**src/rtl/etr_pkg.sv**
```systemverilog
// ----------------------------------------------------------------------------
// Elapsed time recorder package
// Shared widths, codes, payload structs and control structs of the recorder.
// ----------------------------------------------------------------------------
`default_nettype none

package etr_pkg;

  localparam int unsigned SLOT_COUNT_DEF   = 16;
  localparam int unsigned WINDOW_CALLS_DEF = 128;

  localparam int unsigned KIND_W     = 3;
  localparam int unsigned STAMP_W    = 64;
  localparam int unsigned DELTA_W    = 32;
  localparam int unsigned US_W       = 31;
  localparam int unsigned SLOT_NUM_W = 4;
  localparam int unsigned CFG_IDX_W  = 1;
  localparam int unsigned CFG_W      = 32;

  // Serial divider: full 64-bit dividend or a 32-bit dividend
  localparam int unsigned DIV_STEPS_FULL = STAMP_W;
  localparam int unsigned DIV_STEPS_HALF = DELTA_W;
  localparam int unsigned DIV_CNT_W      = $clog2(DIV_STEPS_FULL) + 1;

  // Microsecond scale is Q8.24
  localparam int unsigned US_FRAC_W = 24;
  localparam int unsigned PROD_W    = 2 * DELTA_W;

  localparam logic [CFG_W-1:0] CLOCKS_PER_MS_RST = 32'd1;
  localparam logic [CFG_W-1:0] US_SCALE_RST      = 32'h0100_0000;

  typedef enum logic [KIND_W-1:0] {
    KIND_SLOT_START   = 3'd0,
    KIND_SLOT_STOP    = 3'd1,
    KIND_SLOT_STOP_MS = 3'd2,
    KIND_US_START     = 3'd3,
    KIND_US_STOP      = 3'd4,
    KIND_READ_SLOTS   = 3'd5
  } kind_e;

  typedef enum logic [CFG_IDX_W-1:0] {
    REG_CLOCKS_PER_MS = 1'b0,
    REG_US_SCALE      = 1'b1
  } cfg_reg_e;

  typedef enum logic [3:0] {
    ST_IDLE,
    ST_STOP_RD,
    ST_DT,
    ST_MS_WAIT,
    ST_STOP_OUT,
    ST_DIV_A_GO,
    ST_DIV_A_WAIT,
    ST_DIV_B_GO,
    ST_DIV_B_WAIT,
    ST_US_MUL,
    ST_US_OUT,
    ST_RD_ISSUE,
    ST_RD_EMIT
  } state_e;

  typedef struct packed {
    logic [KIND_W-1:0]  kind;
    logic [STAMP_W-1:0] timestamp;
  } in_t;

  typedef struct packed {
    logic [DELTA_W-1:0]        elapsed_ms;
    logic [DELTA_W-1:0]        window_max_ms;
    logic [DELTA_W-1:0]        max_raw_delta;
    logic [US_W-1:0]           microseconds;
    logic signed [DELTA_W-1:0] slot_delta;
    logic [SLOT_NUM_W-1:0]     slot_number;
    logic                      last;
  } out_t;

  typedef struct packed {
    logic start;
    logic half;
  } div_req_t;

  typedef struct packed {
    logic busy;
    logic done;
  } div_rsp_t;

endpackage

`default_nettype wire

```
**src/rtl/etr_mem.sv**
```systemverilog
// ----------------------------------------------------------------------------
// Stamp memory
// One write port, one registered read port; unwritten entries read as zero.
// ----------------------------------------------------------------------------
`default_nettype none

module etr_mem #(
  parameter int unsigned DEPTH = etr_pkg::SLOT_COUNT_DEF,
  parameter int unsigned WIDTH = etr_pkg::STAMP_W,
  localparam int unsigned AW   = $clog2(DEPTH)
) (
  input  wire              clk_i,
  input  wire              rst_ni,
  input  wire              we_i,
  input  wire  [AW-1:0]    waddr_i,
  input  wire  [WIDTH-1:0] wdata_i,
  input  wire  [AW-1:0]    raddr_i,
  output logic [WIDTH-1:0] rdata_o
);

  logic [WIDTH-1:0] mem [DEPTH];
  logic [DEPTH-1:0] valid_q;
  logic [WIDTH-1:0] rdata_q;

  always_ff @(posedge clk_i or negedge rst_ni) begin
    if (!rst_ni) begin
      valid_q <= '0;
    end else if (we_i) begin
      valid_q[waddr_i] <= 1'b1;
    end
  end

  always_ff @(posedge clk_i) begin
    if (we_i) begin
      mem[waddr_i] <= wdata_i;
    end
    rdata_q <= valid_q[raddr_i] ? mem[raddr_i] : '0;
  end

  assign rdata_o = rdata_q;

endmodule

`default_nettype wire

```
**config.mk**
```make
export PLATFORM = sky130hd
export DESIGN_NAME = etr_mem
export DESIGN_NICKNAME = d
export VERILOG_FILES = /design/src/rtl/etr_pkg.sv /design/src/rtl/etr_mem.sv
export SDC_FILE = /design/constraint.sdc
export NUM_CORES = 1
export LEC_CHECK = 0
export BUFFER_PORTS_ARGS = -buffer_cell sky130_fd_sc_hd__clkbuf_2
export CAP_MARGIN = 20
export CELL_PAD_IN_SITES_DETAIL_PLACEMENT = 0
export CELL_PAD_IN_SITES_GLOBAL_PLACEMENT = 1
export CORE_ASPECT_RATIO = 0.5
export CORE_MARGIN = 4
export CORE_UTILIZATION = 55
export CTS_CLUSTER_SIZE = 28
export DETAILED_ROUTE_END_ITERATION = 7
export PLACE_DENSITY = 0.87
export SYNTH_ARGS = -nofsm -noshare
export SYNTH_HDL_FRONTEND = slang
export SYNTH_SLANG_ARGS = --single-unit
```
**constraint.sdc**
```tcl
create_clock -name clk_i -period 2.6 [get_ports clk_i]
set_input_delay 0.52 -clock clk_i [delete_from_list [all_inputs] [get_ports clk_i]]
set_output_delay 0.52 -clock clk_i [all_outputs]
set_load 0.05 [all_outputs]
```
Word level (Yosys, flattened, before mapping)
Memory sizes are Yosys's and may differ from the RTL's. A register that Yosys moved wholly into a read port is not among the register bits.
Index checks and enable logic that the tools add are counted.
{"block": "op_classes", "reduce_logical": 2, "n_lt_le_gt_ge": 3, "n_mux": 6, "bitwise_logic": 1}
{"cell": "$or 16x16->16", "n": 1}
{"cell": "$lt 4x5->1 const B", "n": 2}
{"cell": "$bmux 1 s4", "n": 1}
{"cell": "$demux 1 s4", "n": 1}
{"cell": "$ge 4x1->1 const B", "n": 1}
{"cell": "$mux 1", "n": 4}
{"cell": "$logic_and 1x1->1", "n": 1}
{"cell": "$logic_not 1->1", "n": 1}
{"block": "word_totals", "ramBits": 1024, "wordCells": 14, "out_inout_bits": 64, "memories": 1, "regBits": 16, "in_bits": 75}
{"name": "mem", "words": 16, "width": 64, "read_ports": 1, "rd_ports_with_merged_regs": 1, "wr": 1, "line_no": "etr_mem.sv:21", "source": "logic [WIDTH-1:0] mem [DEPTH];"}

Longest topological paths before layout
{"block": "logic_depth", "ltp_word": 5, "depth_mapped": 6, "mapped_depth_nobuf": 4}

Worst setup path after synthesis
Ideal clock, no wire load.
{"block": "synth_path", "path_type": "input to register", "from": "input port waddr_i[2]", "to": "register valid_q[0]", "arrival_ns": 5.918, "n_path_buf": 0, "slack_ns": -3.410, "stages": 3, "required_time_ns": 2.508, "path_cell_list": "or3b_2 nor3_1 or2_2"}
{"block": "synth_via", "elab_chain_len": 5, "word_cells_on_any_way": 6, "cone_classes": "order compare (2); mux (2); bitwise (1); reduce/logical (1)"}
{"item": "from (decl)", "line_no": "etr_mem.sv:15", "source": "input wire [AW-1:0] waddr_i,"}
{"item": "$lt 4x5->1 (implied by the code) or $ge 4x1->1 (tied branches)", "line_no": "etr_mem.sv:29", "source": "valid_q[waddr_i] <= 1'b1;"}
{"item": "$logic_and 1x1->1 (implied by the code)", "line_no": "etr_mem.sv:29"}
{"item": "$mux 1 (implied by the code)", "line_no": "etr_mem.sv:29"}
{"item": "$demux 1 s4 (*)", "line_no": "etr_mem.sv:29"}
{"item": "$or 16x16->16 (no line) (*)"}
{"item": "to (signal assigned)", "line_no": "etr_mem.sv:27", "source": "valid_q <= '0;"}
{"item": "to (signal, indexed assignment)", "line_no": "etr_mem.sv:29"}
{"item": "to (decl)", "line_no": "etr_mem.sv:22", "source": "logic [DEPTH-1:0] valid_q;"}
Every way passes the cells marked *; elsewhere a longest branch is shown, timed or not.
A chain may end at the register's enable or synchronous reset.

Final worst setup path
{"block": "layout_path", "from": "register valid_q[5]", "to": "register rdata_q[55] (netlist: rdata_o[55]) (read register of mem)"}
{"block": "layout_via", "elab_chain_len": 3}
{"item": "$bmux 1 s4", "line_no": "etr_mem.sv:37", "source": "rdata_q <= valid_q[raddr_i] ? mem[raddr_i] : '0;"}
{"item": "$mux 1 (implied by the code)", "line_no": "etr_mem.sv:37"}
{"item": "$logic_not 1->1 (no line)"}
{"item": "to (decl)", "line_no": "etr_mem.sv:23", "source": "logic [WIDTH-1:0] rdata_q;"}
Every way passes these cells. The select of a mux whose other input is x is not followed.

==> impl_metrics.toml <==
[die]
die_x_um = 391
core_sq_mm = 0.0717
die_h_um = 199
num_io_pins = 139
start_util_pct = 56.1
die-area_sq_mm = 0.0778
rows = 69

[sta]
setup_viol_count_final = 0
relSlewSlack_pct = 48.9
rsz0062_at_grt = "false"
hold-worst-slack_ns = 0.264
skew_ns = 0.0233
worst_slack_ns = 0.692
hold_violations = 0
tns_ns = 0
slew_viol_final = 0
fin_crit_ns = 1.91
post-route-period-util_pct = 73.4
max_freq_mhz = 524
worst_slew_pin_slew_ns = 0.765

[grt]
grt_pass1_vias = 20700
antenna_found_initial = 5
grt_pass1_wl_mm = 142
grt.overflow.total = 0
grt_max_degree = 66
grt_util_all_layers_pct = 25.3

[critical_path]
reg2reg_to = "rdata_o[55]"
slowest_stage = "mux4_2"
crit_chain = "mux4_2 -> a22o_1 -> nor2_4 -> buf_12 -> a21oi_1"
path_max_fanout = 49
critical_path_depth = 5
critPathArrivalTime_ns = 2.41
setup.worst_path.end = "rdata_o[55]"
r2r_slack_ns = 0.69
worstPathRequired_ns = 3.11
cpPeakStageDelay_ns = 0.49
worstRegToRegCells = 5
cpLargestDelayFamily = "multiplexers"
cp-start-kind = "flop"
critPathLaunch = "valid_q[5]"
end_kind = "flop"
worst-path-buf-inv = 1
reg2reg_from = "valid_q[5]"
critical_path_class = "reg -> reg"

[detailed_routing]
drt_first_iter_violations = 2699
vias = 19700
drc = 0
post_drt_wl_per_cell_um = 32.5
viasPerCell = 6.65
drt_wl_total_mm = 96.3
ant_nets = 0
drt_pass1_iterations = 5

[power]
p_total_uw = 36800
ir_worst_vdd_mv = 0.558
power_density_mw_per_mm2 = 797
p_leak_uw = 0.0147

[clock_network]
cts_resized = 0
cts_sinks = 1104
root_buffer = "clkbuf_16"
cts_buffers = 91
post-cts-setup-buffers = 0
cts_hold_buf = 1
tritoncts = "built"
path_clk_slew_ns = 0.07
clockBufferDepth = 3
h-tree-depth = 3
insertion_delay_ns = 0.66

[synthesis]
syn_area_sq_mm = 0.0402
ys_warn_count = 0
synthesis.nets = 1769
synth_top_cell_area_share_pct = 76.4
synth.largest_area_cell = "edfxtp_1"
syn_area_per_cell_sq_um = 23.8
ys_types = 22
ys_ff_latch = 1104
netlist_top_cells_area = "edfxtp_1, mux4_2, dfxtp_1, a22oi_1, dfrtp_1"
yosysSeqAreaShare_pct = 80.6
synthCells = 1694

[run]
max-cap-violations = 0

[placed_design]
post-place-ws_ns = 0.254
dp_hpwl_mm = 46.9
gp_congestion = 0.742
port_buffers = 138

[layout]
area_delta_synth_final_pct = 14.7
nets = 1994
fillers = 4261
layout-drive-gt1-share_pct = 32.8

[status]
status = "completed"

[hold_path]
min_path_type = "in -> reg"
## per-layer routing
metal  track usage (%)  wire (um)  vias up
met3              5.30      10100      223
met4              8.95       3280        2
met1              34.3      34200    10300
li1                  -          -     7731
met2              41.8      48700     1376
met5                 0         13        -
## worst min path at each step
stage | startpoint | end | slack (ns) | cells past startpoint
floorplan | rst_ni | valid_q[0] | 0.22 | 0
global placement | valid_q[3] | valid_q[3] | 0.45 | 1
detailed placement | rst_ni | valid_q[7] | 0.46 | 1
CTS | wdata_i[11] | mem[12][11] | 0.23 | 1
global route | wdata_i[11] | mem[11][11] | 0.27 | 1
finish | wdata_i[11] | mem[8][11] | 0.26 | 1
## through the flow
stage / util, % / std cells / area, sq um
6_report: 64.3 / 2958 / 46200
5_1_grt: 64.3 / 2958 / 46200
4_1_cts: 64.3 / 2954 / 46200
3_5_place_dp: 60.1 / 2783 / 43100
3_3_place_gp: 60.1 / 2783 / 43100
2_1_floorplan: - / 1694 / 40400
## where the power goes
part,total (uW),leakage (uW),internal (uW),switching (uW)
Combinational,2590,0.00328,855,1730
Clock,14100,0.00148,7830,6250
Sequential,20100,0.00995,19900,219
## cell usage after synthesis, drive strengths merged
library cell,count
nor2b,2
a22oi,128
nand2b,2
mux4,260
or3b,1
and2,1
nand3b,2
a22o,2
dfrtp,16
nor3,4
or2,16
dfxtp,64
nor2,14
nand3,1
clkbuf,52
edfxtp,1024
nand2,1
buf,40
a21oi,64
## registers in the layout (all words and copies together), names as in the netlist
register  flops
mem        1024
rdata_o      64
valid_q      16
## worst register-to-register path: stages, from the launching register on
cell     delay [ns]
dfrtp_1        0.40
mux4_2         0.49
a22o_1         0.28
nor2_4         0.12
buf_12         0.34
a21oi_1        0.15
## cells by family (layout without fill, tap and decap cells)
logic type      count (synthesis)  in the layout  synth area share, %
compound gates                194            194                 3.23
buf+inv                        92            394                 1.03
flops                        1104           1104                 80.6
mux                           260            260                 14.6
other cells                     0              4                    0
simple gates                   44             44                0.606
## cell usage in the layout (no fill, tap or decap), types with 4 or more instances in the layout
cell type and instances:
clkbuf_16 94, a21oi_1 64, a22oi_1 128, nor2_4 14, dfrtp_1 16, diode_2 4, clkbuf_1 24, edfxtp_1 1024
nor3_4 4, clkbuf_2 136, clkbuf_8 5, bufinv_16 10, or2_2 16, clkinv_8 4, dfxtp_1 64, clkinv_1 13
buf_12 44, buf_4 41, clkinv_2 16, mux4_2 260
## area by class of cell
| type | count | area (sq um) | share of cell area (%) |
|---|---|---|---|
| Sequential cell | 1104 | 32400 | 70.3 |
| Clock buffer | 123 | 2510 | 5.44 |
| Multi-Input combinational cell | 498 | 7570 | 16.4 |
| Timing Repair Buffer | 224 | 1910 | 4.14 |
| Antenna cell | 4 | 10.0 | 0.0217 |
| Clock inverter | 47 | 527 | 1.14 |
| Tap cell | 958 | 1200 | 2.60 |
Power figures use the tool's default switching activity.
