<file path="src/rtl/etr_pkg.sv">
// ----------------------------------------------------------------------------
// Elapsed time recorder package
// Shared widths, codes, payload structs and control structs of the recorder.
// ----------------------------------------------------------------------------
`default_nettype none

package etr_pkg;

  localparam int unsigned SLOT_COUNT_DEF   = 16;
  localparam int unsigned WINDOW_CALLS_DEF = 128;

  localparam int unsigned KIND_W     = 3;
  localparam int unsigned STAMP_W    = 64;
  localparam int unsigned DELTA_W    = 32;
  localparam int unsigned US_W       = 31;
  localparam int unsigned SLOT_NUM_W = 4;
  localparam int unsigned CFG_IDX_W  = 1;
  localparam int unsigned CFG_W      = 32;

  // Serial divider: full 64-bit dividend or a 32-bit dividend
  localparam int unsigned DIV_STEPS_FULL = STAMP_W;
  localparam int unsigned DIV_STEPS_HALF = DELTA_W;
  localparam int unsigned DIV_CNT_W      = $clog2(DIV_STEPS_FULL) + 1;

  // Microsecond scale is Q8.24
  localparam int unsigned US_FRAC_W = 24;
  localparam int unsigned PROD_W    = 2 * DELTA_W;

  localparam logic [CFG_W-1:0] CLOCKS_PER_MS_RST = 32'd1;
  localparam logic [CFG_W-1:0] US_SCALE_RST      = 32'h0100_0000;

  typedef enum logic [KIND_W-1:0] {
    KIND_SLOT_START   = 3'd0,
    KIND_SLOT_STOP    = 3'd1,
    KIND_SLOT_STOP_MS = 3'd2,
    KIND_US_START     = 3'd3,
    KIND_US_STOP      = 3'd4,
    KIND_READ_SLOTS   = 3'd5
  } kind_e;

  typedef enum logic [CFG_IDX_W-1:0] {
    REG_CLOCKS_PER_MS = 1'b0,
    REG_US_SCALE      = 1'b1
  } cfg_reg_e;

  typedef enum logic [3:0] {
    ST_IDLE,
    ST_STOP_RD,
    ST_DT,
    ST_MS_WAIT,
    ST_STOP_OUT,
    ST_DIV_A_GO,
    ST_DIV_A_WAIT,
    ST_DIV_B_GO,
    ST_DIV_B_WAIT,
    ST_US_MUL,
    ST_US_OUT,
    ST_RD_ISSUE,
    ST_RD_EMIT
  } state_e;

  typedef struct packed {
    logic [KIND_W-1:0]  kind;
    logic [STAMP_W-1:0] timestamp;
  } in_t;

  typedef struct packed {
    logic [DELTA_W-1:0]        elapsed_ms;
    logic [DELTA_W-1:0]        window_max_ms;
    logic [DELTA_W-1:0]        max_raw_delta;
    logic [US_W-1:0]           microseconds;
    logic signed [DELTA_W-1:0] slot_delta;
    logic [SLOT_NUM_W-1:0]     slot_number;
    logic                      last;
  } out_t;

  typedef struct packed {
    logic start;
    logic half;
  } div_req_t;

  typedef struct packed {
    logic busy;
    logic done;
  } div_rsp_t;

endpackage

`default_nettype wire

</file>
<file path="src/rtl/etr_div.sv">
// ----------------------------------------------------------------------------
// Serial divider
// Restoring unsigned divider, one quotient bit per cycle, 64 or 32 steps.
// ----------------------------------------------------------------------------
`default_nettype none

module etr_div (
  input  wire                                  clk_i,
  input  wire                                  rst_ni,
  input  etr_pkg::div_req_t                    req_i,
  input  wire  [etr_pkg::STAMP_W-1:0]          dividend_i,
  input  wire  [etr_pkg::DELTA_W-1:0]          divisor_i,
  output etr_pkg::div_rsp_t                    rsp_o,
  output logic [etr_pkg::STAMP_W-1:0]          quotient_o
);

  logic [etr_pkg::STAMP_W-1:0]   acc_q, acc_d;
  logic [etr_pkg::DELTA_W-1:0]   rem_q, rem_d;
  logic [etr_pkg::DELTA_W-1:0]   den_q, den_d;
  logic [etr_pkg::DIV_CNT_W-1:0] cnt_q, cnt_d;
  logic                          busy_q, busy_d;
  logic                          done_q, done_d;
  logic [etr_pkg::DELTA_W:0]     trial;
  logic                          fits;

  assign trial = {rem_q, acc_q[etr_pkg::STAMP_W-1]};
  assign fits  = trial >= {1'b0, den_q};

  always_comb begin
    acc_d  = acc_q;
    rem_d  = rem_q;
    den_d  = den_q;
    cnt_d  = cnt_q;
    busy_d = busy_q;
    done_d = 1'b0;
    if (req_i.start) begin
      // A half-width dividend sits in the upper word, the quotient lands low
      acc_d  = req_i.half ? {dividend_i[etr_pkg::DELTA_W-1:0], {etr_pkg::DELTA_W{1'b0}}}
                          : dividend_i;
      rem_d  = '0;
      den_d  = divisor_i;
      cnt_d  = req_i.half ? etr_pkg::DIV_CNT_W'(etr_pkg::DIV_STEPS_HALF)
                          : etr_pkg::DIV_CNT_W'(etr_pkg::DIV_STEPS_FULL);
      busy_d = 1'b1;
    end else if (busy_q) begin
      rem_d = fits ? etr_pkg::DELTA_W'(trial - {1'b0, den_q})
                   : trial[etr_pkg::DELTA_W-1:0];
      acc_d = {acc_q[etr_pkg::STAMP_W-2:0], fits};
      cnt_d = cnt_q - 1'b1;
      if (cnt_q == etr_pkg::DIV_CNT_W'(1)) begin
        busy_d = 1'b0;
        done_d = 1'b1;
      end
    end
  end

  always_ff @(posedge clk_i or negedge rst_ni) begin
    if (!rst_ni) begin
      busy_q <= 1'b0;
      done_q <= 1'b0;
      cnt_q  <= '0;
    end else begin
      busy_q <= busy_d;
      done_q <= done_d;
      cnt_q  <= cnt_d;
    end
  end

  always_ff @(posedge clk_i) begin
    acc_q <= acc_d;
    rem_q <= rem_d;
    den_q <= den_d;
  end

  assign rsp_o.busy = busy_q;
  assign rsp_o.done = done_q;
  assign quotient_o = acc_q;

endmodule

`default_nettype wire

</file>
<file path="config.mk">
export PLATFORM = sky130hd
export DESIGN_NAME = etr_div
export DESIGN_NICKNAME = d
export VERILOG_FILES = /design/src/rtl/etr_pkg.sv /design/src/rtl/etr_div.sv
export SDC_FILE = /design/constraint.sdc
export NUM_CORES = 1
export LEC_CHECK = 0
export ABC_AREA = 1
export BUFFER_PORTS_ARGS = -buffer_cell sky130_fd_sc_hd__buf_2
export CAP_MARGIN = 40
export CORE_ASPECT_RATIO = 1.5
export CORE_MARGIN = 8
export CORE_UTILIZATION = 40
export CTS_CLUSTER_SIZE = 40
export DETAILED_ROUTE_END_ITERATION = 10
export SYNTH_ARGS = -nofsm -noshare
export SYNTH_HDL_FRONTEND = slang
export SYNTH_SLANG_ARGS = --single-unit
</file>
<file path="constraint.sdc">
create_clock -name clk_i -period 2.9 [get_ports clk_i]
set_clock_uncertainty 0.2 [all_clocks]
set_input_delay 0 -clock clk_i [delete_from_list [all_inputs] [get_ports clk_i]]
set_output_delay 0 -clock clk_i [all_outputs]
set_load 0.02 [all_outputs]
</file>
### Yosys cells after proc, flatten, opt, wreduce, memory -nomap -nowiden

Index checks and enable logic that the tools add are counted.

| word-level totals | value |
|---|---|
| register bits | 137 |
| input bits | 100 |
| output and inout port bits | 66 |

| cells by class | value |
|---|---|
| $add $sub $neg | 2 |
| $lt $le $gt $ge | 1 |
| eq/ne operators | 1 |
| multiplexer cells | 13 |
| reduce and logical (&&, ||, !) cells | 1 |

Operators by type and width:

| operator | count |
|---|---|
| $mux W64 | 3 |
| $ge A33 B32 Y1 | 1 |
| $mux W32 | 1 |
| $sub A32 B32 Y32 | 1 |
| $mux W7 | 3 |
| $eq A7 B1 Y1 const B | 1 |
| $sub A7 B1 Y7 const B | 1 |
| $mux W1 | 6 |
| $reduce_bool A2 Y1 | 1 |

### Longest topological paths before layout

| depth | value |
|---|---|
| word-level depth | 4 |
| gate-level depth with buffers | 17 |

### Worst setup path before layout

OpenSTA, ideal clock, no wires.

| timing path | value |
|---|---|
| path kind | reg-to-reg |
| from | register busy_q |
| to | register acc_q, in the netlist quotient_o[0], enable pin |
| data arrival time | 2.533 ns |
| path slack | -0.287 ns |
| cell stages (with the launch flop) | 4 |
| buffers on the path | 1 |
| cells stage by stage | dfrtp_1 -> nor2_1 -> inv_1 -> buf_1 |

| between the ends | value |
|---|---|
| longest elaborated chain between the ends | 1 |

Ends and longest elaborated chain:

| item | RTL line | source |
|---|---|---|
| start, declared | etr_div.sv:21 | `logic busy_q, busy_d;` |
| start signal, assigned | etr_div.sv:63 | `busy_q <= busy_d;` |
| $reduce_bool A2 Y1 (no source line) | n/a |  |
| end signal, assigned | etr_div.sv:70 | `acc_q <= acc_d;` |
| end, declared | etr_div.sv:17 | `logic [etr_pkg::STAMP_W-1:0] acc_q, acc_d;` |

No other way between the ends.
A chain may end at the register's enable or synchronous reset.

### Worst setup path in the final report

| timing path | value |
|---|---|
| from | input req_i[1] in the netlist's numbering |
| to | register acc_q, in the netlist quotient_o[47], data pin |

| between the ends | value |
|---|---|
| longest elaborated chain between the ends | 1 |

Ends and longest elaborated chain:

| item | RTL line | source |
|---|---|---|
| start, declared | etr_div.sv:10 | `input etr_pkg::div_req_t req_i,` |
| $mux W64 | etr_div.sv:36 | `if (req_i.start) begin` |
| net acc_d (one bit) | etr_div.sv:17 |  |

The timed path passes the listed nets, and every way through them passes these cells.

==> summary.txt <==
Clock tree
  • CTS Buffer Depth: 2
  • Clk sinks: 137
  • H-tree levels: 4
  • TritonCTS Buffers: 17
  • Clk slew on worst S/H paths: 0.07 ns
  • Skew-Pair Late Insertion Delay: about 0.44 ns
  • Root buffer cell: clkbuf_16
  • CTS tree: yes
  • Post-CTS sizing: 0
  • Post-CTS Setup Repair Bufs: 0

STA
  • Setup TNS: 0 ns
  • Slew headroom: between 40 and 50%
  • Hold WS: about 0.074 ns
  • Crit share post-route: between 80% and 90%
  • Final WS setup: slightly below 0.4 ns
  • RSZ-0062 raised after global routing: no
  • Slew Viols, Final: 0
  • Slew at the pin closest to its max-slew limit: 0.827 ns
  • Fmax: approximately 0.4 GHz
  • Crit path time final: ~2.5 ns
  • Final setup viols: 0
  • Final Hold Fails: 0

Yosys
  • Register area share after synthesis: between 40 and 50%
  • Largest cells by area after synthesis: edfxtp_1, nand2_1, inv_1
  • Most frequent cell after synthesis: nand2_1
  • Synth cell count leaders: nand2_1, inv_1, edfxtp_1, nand3_1, nor2_1
  • Top-area cell type share of the netlist area: ~34%
  • Netlist cell types: a little over 40
  • Ys Warns: 0
  • Mapped Area: between 8000 and 9000 sq um
  • Post-synth EDFFs: 96
  • Total nets after synthesis: between 1000 and 1500
  • Primary FF master, synth: edfxtp_1
  • Mapped Cells: between 1000 and 1500
  • Syn_area_per_cell: ~7.5 sq um
  • Post-synth ARST share: around 6.6%
  • Most area-hungry cell type in the Yosys netlist: edfxtp_1
  • Flops & latches, synth: around 140

Global routing
  • Largest net degree at the start of global routing: 67
  • Initial antenna violation count: 0
  • GRT overflow: 0
  • Vias in the first global route: a little under 9000
  • Global-route wire length before repair: 44.2 mm
  • Total track usage: 21.1%

Power and ir drop
  • Maximum vdd ir drop: approximately 0.47 mV
  • Power Density: a little over 800 nW/um^2
  • Total Power: 9.39 mW
  • Pleak: a little over 6 nW

Drt
  • DRC viols: 0
  • Routed len/inst: ~16 microns
  • Pre-antenna DRT Iters: 5
  • Routed vias: between 8000 and 9000
  • Post-DRT Antenna Nets: 0
  • Post-detailed-route via-to-cell ratio: about 4.9
  • DRT Wirelength: roughly 27 mm
  • 1st-iter DRT viols: about 400

Placed design
  • Pre-CTS setup slack: roughly 0.42 ns
  • GP Congestion: 0.976
  • Port Buffers: between 150 and 200
  • HPWL after DPL: 19.6 mm

Cells and area
  • Area grow syn2layout: 33.6%
  • Core Util, Final: 54.5%
  • Share of layout cells above drive strength 1: 16.4%
  • Layout Nets: roughly 1600
  • Layout fillers: approximately 1900
  • Diode count: 0

Critical path
  • CP Capture Type: register
  • Crit-path slowest cell: or2_2
  • Cell mode on critical path: dlygate4sd3_1
  • CP Launch Type: primary input
  • Req. time, crit path: ~2.9 ns
  • Worst EP arrival: 2.48 ns
  • CP peak stage delay: between 0.6 and 0.7 ns
  • Crit path buf inv count: 5
  • CP delay by family, top: buffers and inverters
  • CP max FO: 46
  • Critical path type: in -> reg
  • Crit-path cells: dlygate4sd3_1 > buf_2 > inv_2 > or2_2 > buf_4 > o221ai_1 > dlygate4sd3_1

Run
  • Max-cap violation count: 0

Hold path
  • Worst min path class: in -> reg

Run status
  • Outcome: completed

Die
  • Die W: roughly 140 microns
  • Core Region: ~21000 sq um
  • Die height: 195 microns
  • Starting Density: 40.8%
  • Die ar.: 26500 sq um
  • Row count: 65
  • I/O Pins: between 150 and 200
==> sequential cells by signal (all words and copies together) (netlist names) <==
name	count
quotient_o	64
den_q	32
rem_q	32
cnt_q	7
busy_q	1
done_q	1
==> worst paths after layout <==
| kind | start | end | slack [ns] | cells past startpoint |
|---|---|---|---|---|
| max | req_i[1] | quotient_o[47] | 0.40 | 7 |
| min | divisor_i[22] | den_q[22] | 0.07 | 2 |
| max reg2reg | den_q[3] | quotient_o[0] | 0.41 | 15 |
| min reg2reg | rem_q[17] | rem_q[17] | 0.27 | 2 |
| max in group asynchronous | rst_ni | cnt_q[6] | 1.80 | 3 |
| min in group asynchronous | rst_ni | cnt_q[1] | 0.39 | 3 |
==> timing repair <==
item,4_1_cts,5_1_grt
hold buffers,119,0
hold endpoints to repair,139,0
endpoints found under the setup margin,0,0
==> stage by stage <==
step | std cells | cell area (sq um)
3_3_place_gp | 1565 | 9710
3_5_place_dp | 1565 | 9710
4_1_cts | 1716 | 11500
2_1_floorplan | 1151 | 8600
6_report | 1716 | 11500
5_1_grt | 1716 | 11500
==> metal layers <==
metal,routed length (microns),global-route usage (%),vias up
met5,0,0,-
met4,1140,10.9,0
met3,1620,5.29,67
met2,14000,38.1,275
met1,10300,21.6,3783
li1,-,-,4206
==> power breakdown <==
| part | internal, mW | leakage, nW | switching (mW) |
|---|---|---|---|
| Sequential | 2.55 | 1.41 | 0.259 |
| Combinational | 1.64 | 4.36 | 2.75 |
| Clock | 1.32 | 0.279 | 0.879 |
==> cell families after synthesis <==
kind of cell,after synthesis,synth area share [%]
buf+inv,289,13.3
flops,137,43.6
xor+xnor,14,1.43
simple gates,562,28.1
fa+ha+maj,35,5.19
compound gates,114,8.32
==> layout by cell type (no fill, tap or decap), types with 9 or more instances in the layout <==
cell and n:
a21oi_1 22, buf_2 165, buf_4 14, clkbuf_16 18
dfrtp_1 9, dfxtp_1 32, dlygate4sd3_1 119, edfxtp_1 96
ha_1 34, inv_1 251, nand2_1 385, nand3_1 75
nand3b_1 13, nor2_1 42, o21ai_0 42, o21ai_1 9
o221ai_1 33, xnor2_1 13
==> cell type report <==
type	instances	area, sq um	area share (%)
clock buffer	21	462	4.02
tap	268	335	2.92
inverter	254	953	8.31
clock inverter	11	120	1.05
multi-input combinational	725	3700	32.2
sequential	137	3750	32.7
timing repair buffer	300	2160	18.8
(Power assumes the default switching activity.)
